--- config.mk ---
export PLATFORM = sky130hd
export DESIGN_NAME = staleness_weighted_choice_selector_unit_flat
export DESIGN_NICKNAME = d
export VERILOG_FILES = /design/src/hw/rtl/swcs_pkg.sv /design/src/hw/rtl/swcs_req_if.sv /design/src/hw/rtl/swcs_rsp_if.sv /design/src/hw/rtl/swcs_cell.sv /design/src/hw/rtl/swcs_scorer.sv /design/src/hw/rtl/staleness_weighted_choice_selector_unit.sv /design/src/flat_wrapper.sv
export SDC_FILE = /design/constraint.sdc
export NUM_CORES = 2
export LEC_CHECK = 0
export BUFFER_PORTS_ARGS = -buffer_cell sky130_fd_sc_hd__buf_2
export CAP_MARGIN = 20
export CORE_ASPECT_RATIO = 0.9
export CORE_MARGIN = 2
export CORE_UTILIZATION = 25
export DETAILED_ROUTE_END_ITERATION = 7
export GPL_TIMING_DRIVEN = 0
export PLACE_DENSITY = 0.4
export SLEW_MARGIN = 40
export SYNTH_ARGS = -nofsm -noshare
export SYNTH_HDL_FRONTEND = slang
export SYNTH_HIERARCHICAL = 1
export SYNTH_SLANG_ARGS = --single-unit
--- constraint.sdc ---
create_clock -name clk -period 14.61 [get_ports clk]
set_input_delay 1.461 -clock clk [delete_from_list [all_inputs] [get_ports clk]]
set_output_delay 1.461 -clock clk [all_outputs]
set_load 0.03 [all_outputs]
--- src/hw/rtl/swcs_pkg.sv ---
`timescale 1ns / 1ps
// ----------------------------------------------------------------------------
// swcs_pkg
// Shared widths, codes and types of the staleness weighted choice selector.
// ----------------------------------------------------------------------------
package swcs_pkg;

    localparam int MAX_ENTRIES_DEF = 16;

    localparam int CMD_W     = 2;
    localparam int INDEX_W   = 4;
    localparam int SUCC_W    = 17;
    localparam int TIME_W    = 32;
    localparam int STATUS_W  = 2;
    localparam int SCORE_W   = 49;
    localparam int WEIGHT_W  = 18;
    localparam int PROD_W    = TIME_W + WEIGHT_W;
    localparam int FOLD_W    = 20;
    localparam int RECIP_W   = 32;
    localparam int DIVP_W    = FOLD_W + RECIP_W;
    localparam int DIV_SHIFT = 35;

    localparam logic [CMD_W-1:0] CMD_INSERT = 2'd0;
    localparam logic [CMD_W-1:0] CMD_UPDATE = 2'd1;
    localparam logic [CMD_W-1:0] CMD_SELECT = 2'd2;

    localparam logic [STATUS_W-1:0] STATUS_OK        = 2'd0;
    localparam logic [STATUS_W-1:0] STATUS_FULL      = 2'd1;
    localparam logic [STATUS_W-1:0] STATUS_NOT_FOUND = 2'd2;
    localparam logic [STATUS_W-1:0] STATUS_EMPTY     = 2'd3;

    localparam logic [SUCC_W-1:0]  ONE_Q16     = 17'h10000;
    localparam logic [RECIP_W-1:0] DIV10_RECIP = 32'hCCCCCCCD;

    typedef struct packed {
        logic [SUCC_W-1:0] succ;
        logic [TIME_W-1:0] last;
    } swcs_entry_t;

    typedef struct packed {
        logic shift;
        logic wr_en;
    } swcs_cell_ctl_t;

endpackage

--- src/hw/rtl/swcs_req_if.sv ---
`timescale 1ns / 1ps
// ----------------------------------------------------------------------------
// swcs_req_if
// Command channel: valid/ready handshake with the command payload.
// ----------------------------------------------------------------------------
interface swcs_req_if;
    import swcs_pkg::*;

    logic                valid;
    logic                ready;
    logic [CMD_W-1:0]    cmd;
    logic [INDEX_W-1:0]  entry_index;
    logic [SUCC_W-1:0]   success_sample;
    logic [TIME_W-1:0]   now_time;

    modport source (output valid, cmd, entry_index, success_sample, now_time,
                    input ready);
    modport sink (input valid, cmd, entry_index, success_sample, now_time,
                  output ready);
endinterface

--- src/hw/rtl/swcs_rsp_if.sv ---
`timescale 1ns / 1ps
// ----------------------------------------------------------------------------
// swcs_rsp_if
// Result channel: valid/ready handshake with the result payload.
// ----------------------------------------------------------------------------
interface swcs_rsp_if;
    import swcs_pkg::*;

    logic                valid;
    logic                ready;
    logic [STATUS_W-1:0] status;
    logic [INDEX_W-1:0]  result_index;
    logic [SCORE_W-1:0]  best_score;

    modport source (output valid, status, result_index, best_score,
                    input ready);
    modport sink (input valid, status, result_index, best_score,
                  output ready);
endinterface

--- src/hw/rtl/swcs_cell.sv ---
`timescale 1ns / 1ps
// ----------------------------------------------------------------------------
// swcs_cell
// One table entry: loads from its neighbor while the ring rotates, or takes
// a write addressed to its own position.
// ----------------------------------------------------------------------------
module swcs_cell #(
    parameter int CELL_POS = 0,
    parameter int IDX_W    = 4
) (
    input  logic                   clk,
    input  swcs_pkg::swcs_cell_ctl_t ctl,
    input  logic [IDX_W-1:0]       wr_idx,
    input  swcs_pkg::swcs_entry_t  wr_data,
    input  swcs_pkg::swcs_entry_t  nbr,
    output swcs_pkg::swcs_entry_t  q
);
    import swcs_pkg::*;

    localparam logic [IDX_W-1:0] MY_POS = IDX_W'(CELL_POS);

    swcs_entry_t entry_reg;
    swcs_entry_t entry_next;

    always_comb
    begin
        entry_next = entry_reg;
        if (ctl.shift)
        begin
            entry_next = nbr;
        end
        else if (ctl.wr_en && (wr_idx == MY_POS))
        begin
            entry_next = wr_data;
        end
    end

    always_ff @(posedge clk)
    begin
        entry_reg <= entry_next;
    end

    assign q = entry_reg;
endmodule

--- src/hw/rtl/swcs_scorer.sv ---
`timescale 1ns / 1ps
// ----------------------------------------------------------------------------
// swcs_scorer
// Scores the entry at the head of the ring and keeps the running best.
// ----------------------------------------------------------------------------
module swcs_scorer #(
    parameter int IDX_W = 4
) (
    input  logic                             clk,
    input  logic                             rst_n,
    input  swcs_pkg::swcs_entry_t            head,
    input  logic [swcs_pkg::TIME_W-1:0]      now_time,
    input  logic                             tag_vld,
    input  logic [IDX_W-1:0]                 tag_idx,
    output logic [swcs_pkg::PROD_W-1:0]      best_score,
    output logic [IDX_W-1:0]                 best_idx
);
    import swcs_pkg::*;

    logic [TIME_W-1:0]   age;
    logic [SUCC_W-1:0]   succ_clamped;
    logic [WEIGHT_W-1:0] weight;
    logic [PROD_W-1:0]   p_score_next;

    logic                p_vld_reg;
    logic [PROD_W-1:0]   p_score_reg;
    logic [IDX_W-1:0]    p_idx_reg;
    logic [PROD_W-1:0]   best_score_reg;
    logic [IDX_W-1:0]    best_idx_reg;
    logic                take;

    always_comb
    begin
        age          = now_time - head.last;
        succ_clamped = (head.succ > ONE_Q16) ? ONE_Q16 : head.succ;
        weight       = WEIGHT_W'(ONE_Q16) + WEIGHT_W'(succ_clamped);
        p_score_next = PROD_W'(age) * PROD_W'(weight);
        // The first entry of a scan always seeds the running best.
        take = p_vld_reg && ((p_idx_reg == '0) || (p_score_reg > best_score_reg));
    end

    always_ff @(posedge clk or negedge rst_n)
    begin
        if (!rst_n)
        begin
            p_vld_reg <= 1'b0;
        end
        else
        begin
            p_vld_reg <= tag_vld;
        end
    end

    always_ff @(posedge clk)
    begin
        p_score_reg <= p_score_next;
        p_idx_reg   <= tag_idx;
        if (take)
        begin
            best_score_reg <= p_score_reg;
            best_idx_reg   <= p_idx_reg;
        end
    end

    assign best_score = best_score_reg;
    assign best_idx   = best_idx_reg;
endmodule

--- src/hw/rtl/staleness_weighted_choice_selector_unit.sv ---
`timescale 1ns / 1ps
// ----------------------------------------------------------------------------
// staleness_weighted_choice_selector_unit
// Table of choices with success estimates and last-used times; inserts,
// updates and selects the stalest weighted choice.
// ----------------------------------------------------------------------------
//  Channel  Dir  Payload
//  req      in   cmd, entry_index, success_sample, now_time
//  rsp      out  status, result_index, best_score
//
// Insert and rejected commands go from IDLE to RESP, update through FOLD_A
// and FOLD_B, and select through SCAN and DRAIN, scanning by the ring of cells
// rotating once past the single scorer. One transaction is in flight at a
// time. Reset clears the entry count and the control state; table contents
// are written by insert before they are read. A stalled result holds in the
// output register while the next transaction is accepted.
// ----------------------------------------------------------------------------
module staleness_weighted_choice_selector_unit #(
    parameter int MAX_ENTRIES = swcs_pkg::MAX_ENTRIES_DEF
) (
    input  logic       clk,
    input  logic       rst_n,
    swcs_req_if.sink   req,
    swcs_rsp_if.source rsp
);
    import swcs_pkg::*;

    localparam int IDX_W = (MAX_ENTRIES > 1) ? $clog2(MAX_ENTRIES) : 1;
    localparam int CNT_W = $clog2(MAX_ENTRIES + 1);
    localparam logic [CNT_W-1:0] CNT_MAX  = CNT_W'(MAX_ENTRIES);
    localparam logic [IDX_W-1:0] LAST_POS = IDX_W'(MAX_ENTRIES - 1);

    localparam logic [2:0] ST_IDLE   = 3'd0;
    localparam logic [2:0] ST_FOLD_A = 3'd1;
    localparam logic [2:0] ST_FOLD_B = 3'd2;
    localparam logic [2:0] ST_SCAN   = 3'd3;
    localparam logic [2:0] ST_DRAIN  = 3'd4;
    localparam logic [2:0] ST_RESP   = 3'd5;

    logic [2:0]          state_reg, state_next;
    logic [CNT_W-1:0]    count_reg, count_next;
    logic [IDX_W-1:0]    k_reg, k_next;
    logic                rsp_valid_reg, rsp_valid_next;

    logic [TIME_W-1:0]   now_reg, now_next;
    logic [IDX_W-1:0]    idx_reg, idx_next;
    logic [SUCC_W-1:0]   old_reg, old_next;
    logic [SUCC_W-1:0]   smp_reg, smp_next;
    logic [FOLD_W-1:0]   t_reg, t_next;
    logic [STATUS_W-1:0] res_status_reg, res_status_next;
    logic [INDEX_W-1:0]  res_idx_reg, res_idx_next;
    logic                res_sel_reg, res_sel_next;
    logic [STATUS_W-1:0] rsp_status_reg;
    logic [INDEX_W-1:0]  rsp_index_reg;
    logic [SCORE_W-1:0]  rsp_score_reg;

    logic                acc;
    logic                load_rsp;
    logic [IDX_W-1:0]    req_idx;
    logic                idx_ok;
    logic [DIVP_W-1:0]   div_prod;
    logic [SUCC_W-1:0]   fold_q;
    logic                scan_vld;

    swcs_cell_ctl_t      cell_ctl;
    logic [IDX_W-1:0]    wr_idx;
    swcs_entry_t         wr_data;
    swcs_entry_t         cell_q [MAX_ENTRIES];

    logic [PROD_W-1:0]   best_score;
    logic [IDX_W-1:0]    best_idx;

    assign req.ready = (state_reg == ST_IDLE);
    assign acc       = req.valid && req.ready;
    assign load_rsp  = (state_reg == ST_RESP) && (!rsp_valid_reg || rsp.ready);
    assign req_idx   = IDX_W'(32'(req.entry_index));
    assign idx_ok    = (32'(req.entry_index) < 32'(count_reg));
    assign div_prod  = DIVP_W'(t_reg) * DIVP_W'(DIV10_RECIP);
    assign fold_q    = div_prod[DIV_SHIFT+SUCC_W-1:DIV_SHIFT];
    assign scan_vld  = (state_reg == ST_SCAN) && (CNT_W'(k_reg) < count_reg);

    always_comb
    begin
        state_next      = state_reg;
        count_next      = count_reg;
        k_next          = k_reg;
        rsp_valid_next  = rsp_valid_reg;
        now_next        = now_reg;
        idx_next        = idx_reg;
        old_next        = old_reg;
        smp_next        = smp_reg;
        t_next          = t_reg;
        res_status_next = res_status_reg;
        res_idx_next    = res_idx_reg;
        res_sel_next    = res_sel_reg;
        cell_ctl.shift  = 1'b0;
        cell_ctl.wr_en  = 1'b0;
        wr_idx          = count_reg[IDX_W-1:0];
        wr_data.succ    = ONE_Q16;
        wr_data.last    = '0;

        if (rsp_valid_reg && rsp.ready)
        begin
            rsp_valid_next = 1'b0;
        end

        case (state_reg)
            ST_IDLE:
            begin
                if (acc)
                begin
                    now_next        = req.now_time;
                    idx_next        = req_idx;
                    res_status_next = STATUS_OK;
                    res_idx_next    = '0;
                    res_sel_next    = 1'b0;
                    state_next      = ST_RESP;
                    case (req.cmd)
                        CMD_INSERT:
                        begin
                            if (count_reg >= CNT_MAX)
                            begin
                                res_status_next = STATUS_FULL;
                            end
                            else
                            begin
                                cell_ctl.wr_en = 1'b1;
                                count_next     = count_reg + 1'b1;
                                res_idx_next   = INDEX_W'(32'(count_reg));
                            end
                        end
                        CMD_UPDATE:
                        begin
                            if (!idx_ok)
                            begin
                                res_status_next = STATUS_NOT_FOUND;
                            end
                            else
                            begin
                                old_next   = cell_q[req_idx].succ;
                                smp_next   = (req.success_sample > ONE_Q16) ?
                                             ONE_Q16 : req.success_sample;
                                state_next = ST_FOLD_A;
                            end
                        end
                        CMD_SELECT:
                        begin
                            if (count_reg == '0)
                            begin
                                res_status_next = STATUS_EMPTY;
                            end
                            else
                            begin
                                res_sel_next = 1'b1;
                                k_next       = '0;
                                state_next   = ST_SCAN;
                            end
                        end
                        default:
                        begin
                            res_status_next = STATUS_OK;
                        end
                    endcase
                end
            end
            ST_FOLD_A:
            begin
                if (old_reg > ONE_Q16)
                begin
                    t_next = (FOLD_W'(ONE_Q16) << 3) + FOLD_W'(ONE_Q16) + FOLD_W'(smp_reg);
                end
                else
                begin
                    t_next = (FOLD_W'(old_reg) << 3) + FOLD_W'(old_reg) + FOLD_W'(smp_reg);
                end
                state_next = ST_FOLD_B;
            end
            ST_FOLD_B:
            begin
                cell_ctl.wr_en = 1'b1;
                wr_idx         = idx_reg;
                wr_data.succ   = fold_q;
                wr_data.last   = now_reg;
                res_idx_next   = INDEX_W'(32'(idx_reg));
                state_next     = ST_RESP;
            end
            ST_SCAN:
            begin
                cell_ctl.shift = 1'b1;
                k_next         = k_reg + 1'b1;
                if (k_reg == LAST_POS)
                begin
                    state_next = ST_DRAIN;
                end
            end
            ST_DRAIN:
            begin
                state_next = ST_RESP;
            end
            ST_RESP:
            begin
                if (load_rsp)
                begin
                    rsp_valid_next = 1'b1;
                    state_next     = ST_IDLE;
                end
            end
            default:
            begin
                state_next = ST_IDLE;
            end
        endcase
    end

    always_ff @(posedge clk or negedge rst_n)
    begin
        if (!rst_n)
        begin
            state_reg     <= ST_IDLE;
            count_reg     <= '0;
            k_reg         <= '0;
            rsp_valid_reg <= 1'b0;
        end
        else
        begin
            state_reg     <= state_next;
            count_reg     <= count_next;
            k_reg         <= k_next;
            rsp_valid_reg <= rsp_valid_next;
        end
    end

    always_ff @(posedge clk)
    begin
        now_reg        <= now_next;
        idx_reg        <= idx_next;
        old_reg        <= old_next;
        smp_reg        <= smp_next;
        t_reg          <= t_next;
        res_status_reg <= res_status_next;
        res_idx_reg    <= res_idx_next;
        res_sel_reg    <= res_sel_next;
        if (load_rsp)
        begin
            rsp_status_reg <= res_status_reg;
            if (res_sel_reg)
            begin
                rsp_index_reg <= INDEX_W'(32'(best_idx));
                rsp_score_reg <= best_score[SCORE_W-1:0];
            end
            else
            begin
                rsp_index_reg <= res_idx_reg;
                rsp_score_reg <= '0;
            end
        end
    end

    genvar gi;
    generate
        for (gi = 0; gi < MAX_ENTRIES; gi++)
        begin : g_cell
            localparam int NXT = (gi + 1) % MAX_ENTRIES;
            swcs_cell #(
                .CELL_POS (gi),
                .IDX_W    (IDX_W)
            ) u_cell (
                .clk     (clk),
                .ctl     (cell_ctl),
                .wr_idx  (wr_idx),
                .wr_data (wr_data),
                .nbr     (cell_q[NXT]),
                .q       (cell_q[gi])
            );
        end
    endgenerate

    swcs_scorer #(
        .IDX_W (IDX_W)
    ) u_scorer (
        .clk        (clk),
        .rst_n      (rst_n),
        .head       (cell_q[0]),
        .now_time   (now_reg),
        .tag_vld    (scan_vld),
        .tag_idx    (k_reg),
        .best_score (best_score),
        .best_idx   (best_idx)
    );

    assign rsp.valid        = rsp_valid_reg;
    assign rsp.status       = rsp_status_reg;
    assign rsp.result_index = rsp_index_reg;
    assign rsp.best_score   = rsp_score_reg;
endmodule

--- src/flat_wrapper.sv ---
// flat-port wrapper written by rule: the top's interface ports become plain ports
module staleness_weighted_choice_selector_unit_flat import swcs_pkg::*;
#(
    parameter int MAX_ENTRIES = swcs_pkg::MAX_ENTRIES_DEF
)
  (clk, rst_n, req_valid, req_cmd, req_entry_index, req_success_sample, req_now_time, req_ready, rsp_valid, rsp_status, rsp_result_index, rsp_best_score, rsp_ready);
  swcs_req_if req_i ();
  swcs_rsp_if rsp_i ();
  input  logic clk;
  input  logic rst_n;
  input wire logic [$bits(req_i.valid)-1:0] req_valid;
  input wire logic [$bits(req_i.cmd)-1:0] req_cmd;
  input wire logic [$bits(req_i.entry_index)-1:0] req_entry_index;
  input wire logic [$bits(req_i.success_sample)-1:0] req_success_sample;
  input wire logic [$bits(req_i.now_time)-1:0] req_now_time;
  output wire logic [$bits(req_i.ready)-1:0] req_ready;
  output wire logic [$bits(rsp_i.valid)-1:0] rsp_valid;
  output wire logic [$bits(rsp_i.status)-1:0] rsp_status;
  output wire logic [$bits(rsp_i.result_index)-1:0] rsp_result_index;
  output wire logic [$bits(rsp_i.best_score)-1:0] rsp_best_score;
  input wire logic [$bits(rsp_i.ready)-1:0] rsp_ready;
  assign req_i.valid = req_valid;
  assign req_i.cmd = req_cmd;
  assign req_i.entry_index = req_entry_index;
  assign req_i.success_sample = req_success_sample;
  assign req_i.now_time = req_now_time;
  assign req_ready = req_i.ready;
  assign rsp_valid = rsp_i.valid;
  assign rsp_status = rsp_i.status;
  assign rsp_result_index = rsp_i.result_index;
  assign rsp_best_score = rsp_i.best_score;
  assign rsp_i.ready = rsp_ready;
  staleness_weighted_choice_selector_unit #(.MAX_ENTRIES(MAX_ENTRIES)) u_core (.clk(clk), .rst_n(rst_n), .req(req_i), .rsp(rsp_i));
endmodule
After elaboration in Yosys (flattened, before gate mapping)
Index checks and enable logic that the tools add are counted.
{ "totals": {"inputBits": 59, "ff_bits": 1058, "elab_cells": 221, "output_inout_bits": 57} }
{ "classes": {"bitwise_logic": 2, "eq_ne": 28, "reduce_logical": 54, "n_addsub": 7, "n_mux": 68, "order_cmp": 8, "n_mul": 2} }
{ "ops": {"columns": ["operator", "count"], "rows": [
  ["$mux W49", 35],
  ["$bmux W49 S4", 1],
  ["$mul A20 B32 Y52 const B", 1],
  ["$gt A17 B17 Y1 const B", 3],
  ["$gt A50 B50 Y1", 1],
  ["$mul A32 B18 Y50", 1],
  ["$add A20 B17 Y20", 2],
  ["$eq A4 B4 Y1 const B", 9],
  ["$reduce_bool A2 Y1", 18],
  ["$mux W4", 8],
  ["$sub A32 B32 Y32", 1],
  ["$logic_and A1 B1 Y1", 21],
  ["$add A20 B17 Y20 const A", 1],
  ["$mux W20", 1],
  ["$add A17 B17 Y18 const A", 1],
  ["$mux W17", 1],
  ["$eq A4 B3 Y1 const B", 4],
  ["$pmux W4 S2", 2],
  ["$mux W3", 5],
  ["$pmux W3 S5", 1],
  ["$reduce_and A4 Y1", 3],
  ["$ge A5 B5 Y1 const B", 2],
  ["$lt A4 B5 Y1", 2],
  ["$mux W1", 9],
  ["26 further kinds", 36]
]} }

Longest topological paths before layout
{ "logic_depth": {"word_depth": 8, "mapped_depth": 33, "ltp_nobuf": 31} }

By module
Netlist, hierarchy kept.
{ "modules_own_cells": {"columns": ["module", "cells_per_inst", "seq_area_each_um2", "area_per_inst_um2", "n_inst"], "rows": [
  ["swcs_scorer", 2737, 2727.6, 23936.7, 1],
  ["swcs_cell at u_core.g_cell[10].u_cell ...", 106, 1471.4, 2334.7, 10],
  ["staleness_weighted_choice_selector_unit", 1433, 4889.7, 16689.8, 1],
  ["swcs_cell at u_core.g_cell[0].u_cell ...", 106, 1471.4, 2332.2, 5],
  ["swcs_cell at u_core.g_cell[15].u_cell", 106, 1471.4, 2333.5, 1]
]} }

Worst setup path after synthesis
No wires, ideal clock.
{ "synth_timing": {"path_kind": "reg2reg", "from": "reg u_core.g_cell[0].u_cell.entry_reg, in the netlist u_core/g_cell[0].u_cell/q[0]", "to": "reg u_core.u_scorer.p_score_reg[42]", "required_ns": 14.485, "setup_time_ns": 0.125, "path_slack_ns": 6.867, "path_buffers": 2, "period_less_slack_ns": 7.743, "stages_incl_launch_ff": 31, "arrival_ns": 7.618, "cell_sequence": "edfxtp_1 > ha_1 > fa_1 > nor2b_1 > o31a_1 > o211ai_2 > a21oi_1 > a211oi_1 > xor2_1 > a21oi_1 > clkbuf_1 > nand2_1 > fa_1 > inv_1 > fa_1 > fa_1 > fa_1 > fa_1 > inv_1 > fa_1 > inv_1 > ha_1 > clkbuf_1 > a21o_1 > a31o_2 > a221oi_1 > a31oi_1 > a31o_2 > a221oi_1 > a31oi_1 > xor2_1"} }
{ "synth_between": {"elab_chain_cells": 2} }
{ "synth_rtl": {"columns": ["item", "line_no", "rtl"], "rows": [
  ["start, declared", "swcs_cell.sv:22", "swcs_entry_t entry_reg;"],
  ["start signal, assigned", "swcs_cell.sv:40", "entry_reg <= entry_next;"],
  ["$sub A32 B32 Y32", "swcs_scorer.sv:34", "age = now_time - head.last;"],
  ["$mul A32 B18 Y50", "swcs_scorer.sv:37", "p_score_next = PROD_W'(age) * PROD_W'(weight);"],
  ["net u_core.u_scorer.p_score_next[42]", "swcs_scorer.sv:23", "logic [PROD_W-1:0] p_score_next;"],
  ["end signal, assigned", "swcs_scorer.sv:56", "p_score_reg <= p_score_next;"],
  ["end, declared", "swcs_scorer.sv:26", "logic [PROD_W-1:0] p_score_reg;"]
]} }
The timed path passes the listed nets, and every way through them passes these cells.
A chain may end at the register's enable or synchronous reset.

Worst setup path after layout
{ "layout_timing": {"from": "reg u_core.now_reg[0]", "to": "reg u_core.u_scorer.p_score_reg[41]"} }
{ "layout_between": {"elab_chain_cells": 2} }
{ "layout_rtl": {"columns": ["item", "line_no", "rtl"], "rows": [
  ["start, declared", "staleness_weighted_choice_selector_unit.sv:45", "logic [TIME_W-1:0] now_reg, now_next;"],
  ["start signal, assigned", "staleness_weighted_choice_selector_unit.sv:235", "now_reg <= now_next;"],
  ["$sub A32 B32 Y32", "swcs_scorer.sv:34", null],
  ["$mul A32 B18 Y50", "swcs_scorer.sv:37", null],
  ["net u_core.u_scorer.p_score_next[41]", "swcs_scorer.sv:23", null]
]} }
The timed path passes the listed nets, and every way through them passes these cells.

==> impl_summary.txt <==
----------------------------------------------------
[Run status]
  Result of the run ... completed

[Place]
  Last weighted congestion value of the routability-driven placer ... 0.9269
  HPWL after DPL ... ~190 mm
  Count of input and output buffers ... 115

[Routing]
  Antenna-violating nets left ... 0
  Detailed-route via count ... 46630
  Routed Wire Length ... 247.4 mm
  Per-cell routed wire length ... 23.78 µm
  Initial DRT Pass Iterations ... 5
  First-iteration detailed-routing DRC count ... between 3000 and 4000
  Number of design rule violations left after detail routing ... 0
  Vias per Instance ... 4.483

[Layout]
  Leading cell type in the layout, fill and taps excluded ... edfxtp_1
  Leading cell types in the layout, fill and taps excluded ... 990 x edfxtp_1, 854 x inv_1, 785 x mux2_4, 587 x fa_1, 449 x ha_1
  Core Util, Final ... 0.2878
  Area Growth Syn to Fin ... 14.60%
  Fraction of layout instances using a drive strength above 1 ... 0.2371
  Number of filler instances in the final layout ... 31570
  Largest register FFs ... 784
  Count of nets after finishing ... just over 7000

[STA]
  Relative slew slack ... 0.3330
  Final-layout worst hold slack ... 0.4013 ns
  Worst-case clock skew ... 0.07378 ns
  Final setup TNS ... 0 ns
  Number of failing setup endpoints in the final timing report ... 0
  Setup repair after global routing missed its margin ... no
  Transition time of the tightest slew-check pin ... 1.000 ns
  Final count of pins violating max slew ... 0
  Max frequency ... 0.1025 GHz
  Post-route clock period utilization ... 0.6676
  Final hold violations ... 0
  Final Critical Period ... a little under 10 ns

[Synth]
  Portion of synthesized cell area occupied by the leading cell type ... 0.3813
  Async SR Flop Fraction ... 0.01323
  Gate count of the mapped netlist ... 5866
  Count of yosys warnings during synthesis ... 6
  Library cell with the largest summed area after synthesis ... edfxtp_1
  EDFF count, synth ... 990
  Sequential area share after synthesis ... 0.3996
  Number of register bits inferred by synthesis ... 1058
  Top cells by area, synth ... edfxtp_1 38%, mux2_4 15%, fa_1 15%
  Cell Area, Synth ... approximately 0.08 mm²
  Mean Syn Cell Area ... 13.29 µm²
  Top_reg_cell synth ... edfxtp_1
  Synthesized net count ... 6961
  Yosys cell types ... 93

[Clock network]
  Sink Count ... between 1000 and 1500
  CTS clk-pin slew, worst paths ... 0.06 ns
  CTS tree ... done
  Clock insertion delay at the later pin of the skew report ... 0.81 ns
  Clock root cell ... clkbuf_16
  Max Root-Sink Buffers ... 3
  H-tree depth ... 4
  Cts hold-fix bufs ... 0
  Total CTS buffers ... 133
  Number of instances resized during post-cts repair ... 0
  Post-CTS setup-driven buffer insertion count ... 0

[Floorplanning]
  Horizontal die dimension ... 592.7 µm
  Row cnt ... 194
  Die area ... 0.3164 mm²
  Number of ports placed on the die boundary ... 116
  Die height ... 533.8 µm
  Initial core utilization ... 0.2511
  Std-Cell Core Area ... 0.3105 mm²

[Critical path]
  Data arrival time at the worst-slack endpoint ... about 10 ns
  Crit-path max cell delay ... about 0.60 ns
  Top fanout value on the critical path ... 10
  R2R Setup Slk ... 4.86 ns
  Critical Path Sink Type ... flip-flop
  Critical path class ... flip-flop to flip-flop
  Crit-path slowest cell ... a21oi_1
  Critical path startpoint category ... flip-flop
  Most used cell along the critical path ... fa_1
  Required time of the worst setup path ... 15.32 ns

[Global route]
  Gr ovfl total ... 0
  Met2 capacity usage during global routing ... 0.2243
  Number of global-route vias before repair ... 48700
  GR peak layer ... met1
  First-pass GRT wire length ... between 300 and 400 mm
  Antenna violations before repair ... 12
  Maximum number of pins on one net before global-route repair ... 29
  Met3 usage in global routing ... 0.02245
  Met1 global-route usage ... 0.2412
  Global Route Usage Sum ... 0.1554

[Job]
  Max-capacitance violation count ... 0

[Min path]
  Worst Hold Class ... flip-flop to flip-flop

----------------------------------------------------
[per-stage QoR]
stage               instance area, µm²  instances  worst slack [ns]
floorplan                        77970       5866             6.867
global placement                 83690      10100             4.788
detailed placement               85100      10160             4.848
CTS                              89310      10400             4.803
global route                     89340      10400             4.380
finish                           89350      10400             4.856
[worst paths after layout]
| path | start | endpoint | cells after the start |
|---|---|---|---|
| worst max-delay path | u_core/now_reg[0]$_DFFE_PP_ | u_core/u_scorer/p_score_reg[41]$_DFF_P_ | 30 |
| worst min-delay path | u_core/u_scorer/p_score_reg[7]$_DFF_P_ | u_core/u_scorer/best_score[7]$_DFFE_PP_ | 0 |
| worst max register to register | u_core/now_reg[0]$_DFFE_PP_ | u_core/u_scorer/p_score_reg[41]$_DFF_P_ | 30 |
| worst min register to register | u_core/u_scorer/p_score_reg[7]$_DFF_P_ | u_core/u_scorer/best_score[7]$_DFFE_PP_ | 0 |
| max in group asynchronous | rst_n | u_core/k_reg[3]$_DFFE_PN0P_ | 1 |
| min in group asynchronous | rst_n | u_core/state_reg[0]$_DFFE_PN0P_ | 1 |
[synthesized netlist by cell type (85+ instances only)]
master / count
nand2_1: 419
edfxtp_1: 990
inv_1: 856
mux2_4: 785
ha_1: 449
fa_1: 587
and2_1: 112
nor2_1: 250
o21ai_0: 112
mux4_2: 85
clkbuf_1: 151
a21oi_1: 160
a21o_1: 95
[cells by family (layout without fill, tap and decap cells)]
kind of cell,after synthesis,count (layout),synth area share
buffers and inverters,1133,1548,0.07367
AND/OR/NAND/NOR,1064,1064,0.06366
flip-flops,1058,1058,0.3996
adder cells (fa/ha/maj),1036,1036,0.2228
multiplexers,894,894,0.1790
AO/OA/AOI/OAI,563,563,0.04779
XOR/XNOR,118,118,0.01345
other,0,5,0
[final cells by class]
cell class	instances	area, µm²	area share
Antenna cell	5	12.51	0.0001400
Buffer	276	2559	0.02864
Clock buffer	190	3646	0.04081
Clock inverter	47	563.0	0.006301
Inverter	857	3219	0.03603
Multi-Input combinational cell	3675	41580	0.4653
Sequential cell	1058	31160	0.3487
Tap cell	4116	5150	0.05764
Timing Repair Buffer	178	1463	0.01637
[routing by layer]
layer  vias to the layer above  part of all wire
li1                      20850                 -
met1                     24320              0.51
met2                      1224              0.42
met3                       247             0.050
met4                         0             0.020
met5                         -                 0
[worst max-delay path, delay by kind of cell, from the launching register on]
family | cells | cell delay (ns)
adder cells (fa/ha/maj) | 9 | 4.17
buffers and inverters | 6 | 1.00
AND/OR/NAND/NOR | 5 | 0.80
flip-flops | 1 | 0.45
XOR/XNOR | 2 | 0.42
AO/OA/AOI/OAI | 8 | 2.79
Power is not shown: default switching activity piles up to over one toggle a cycle in this logic, so the estimate is an artifact.
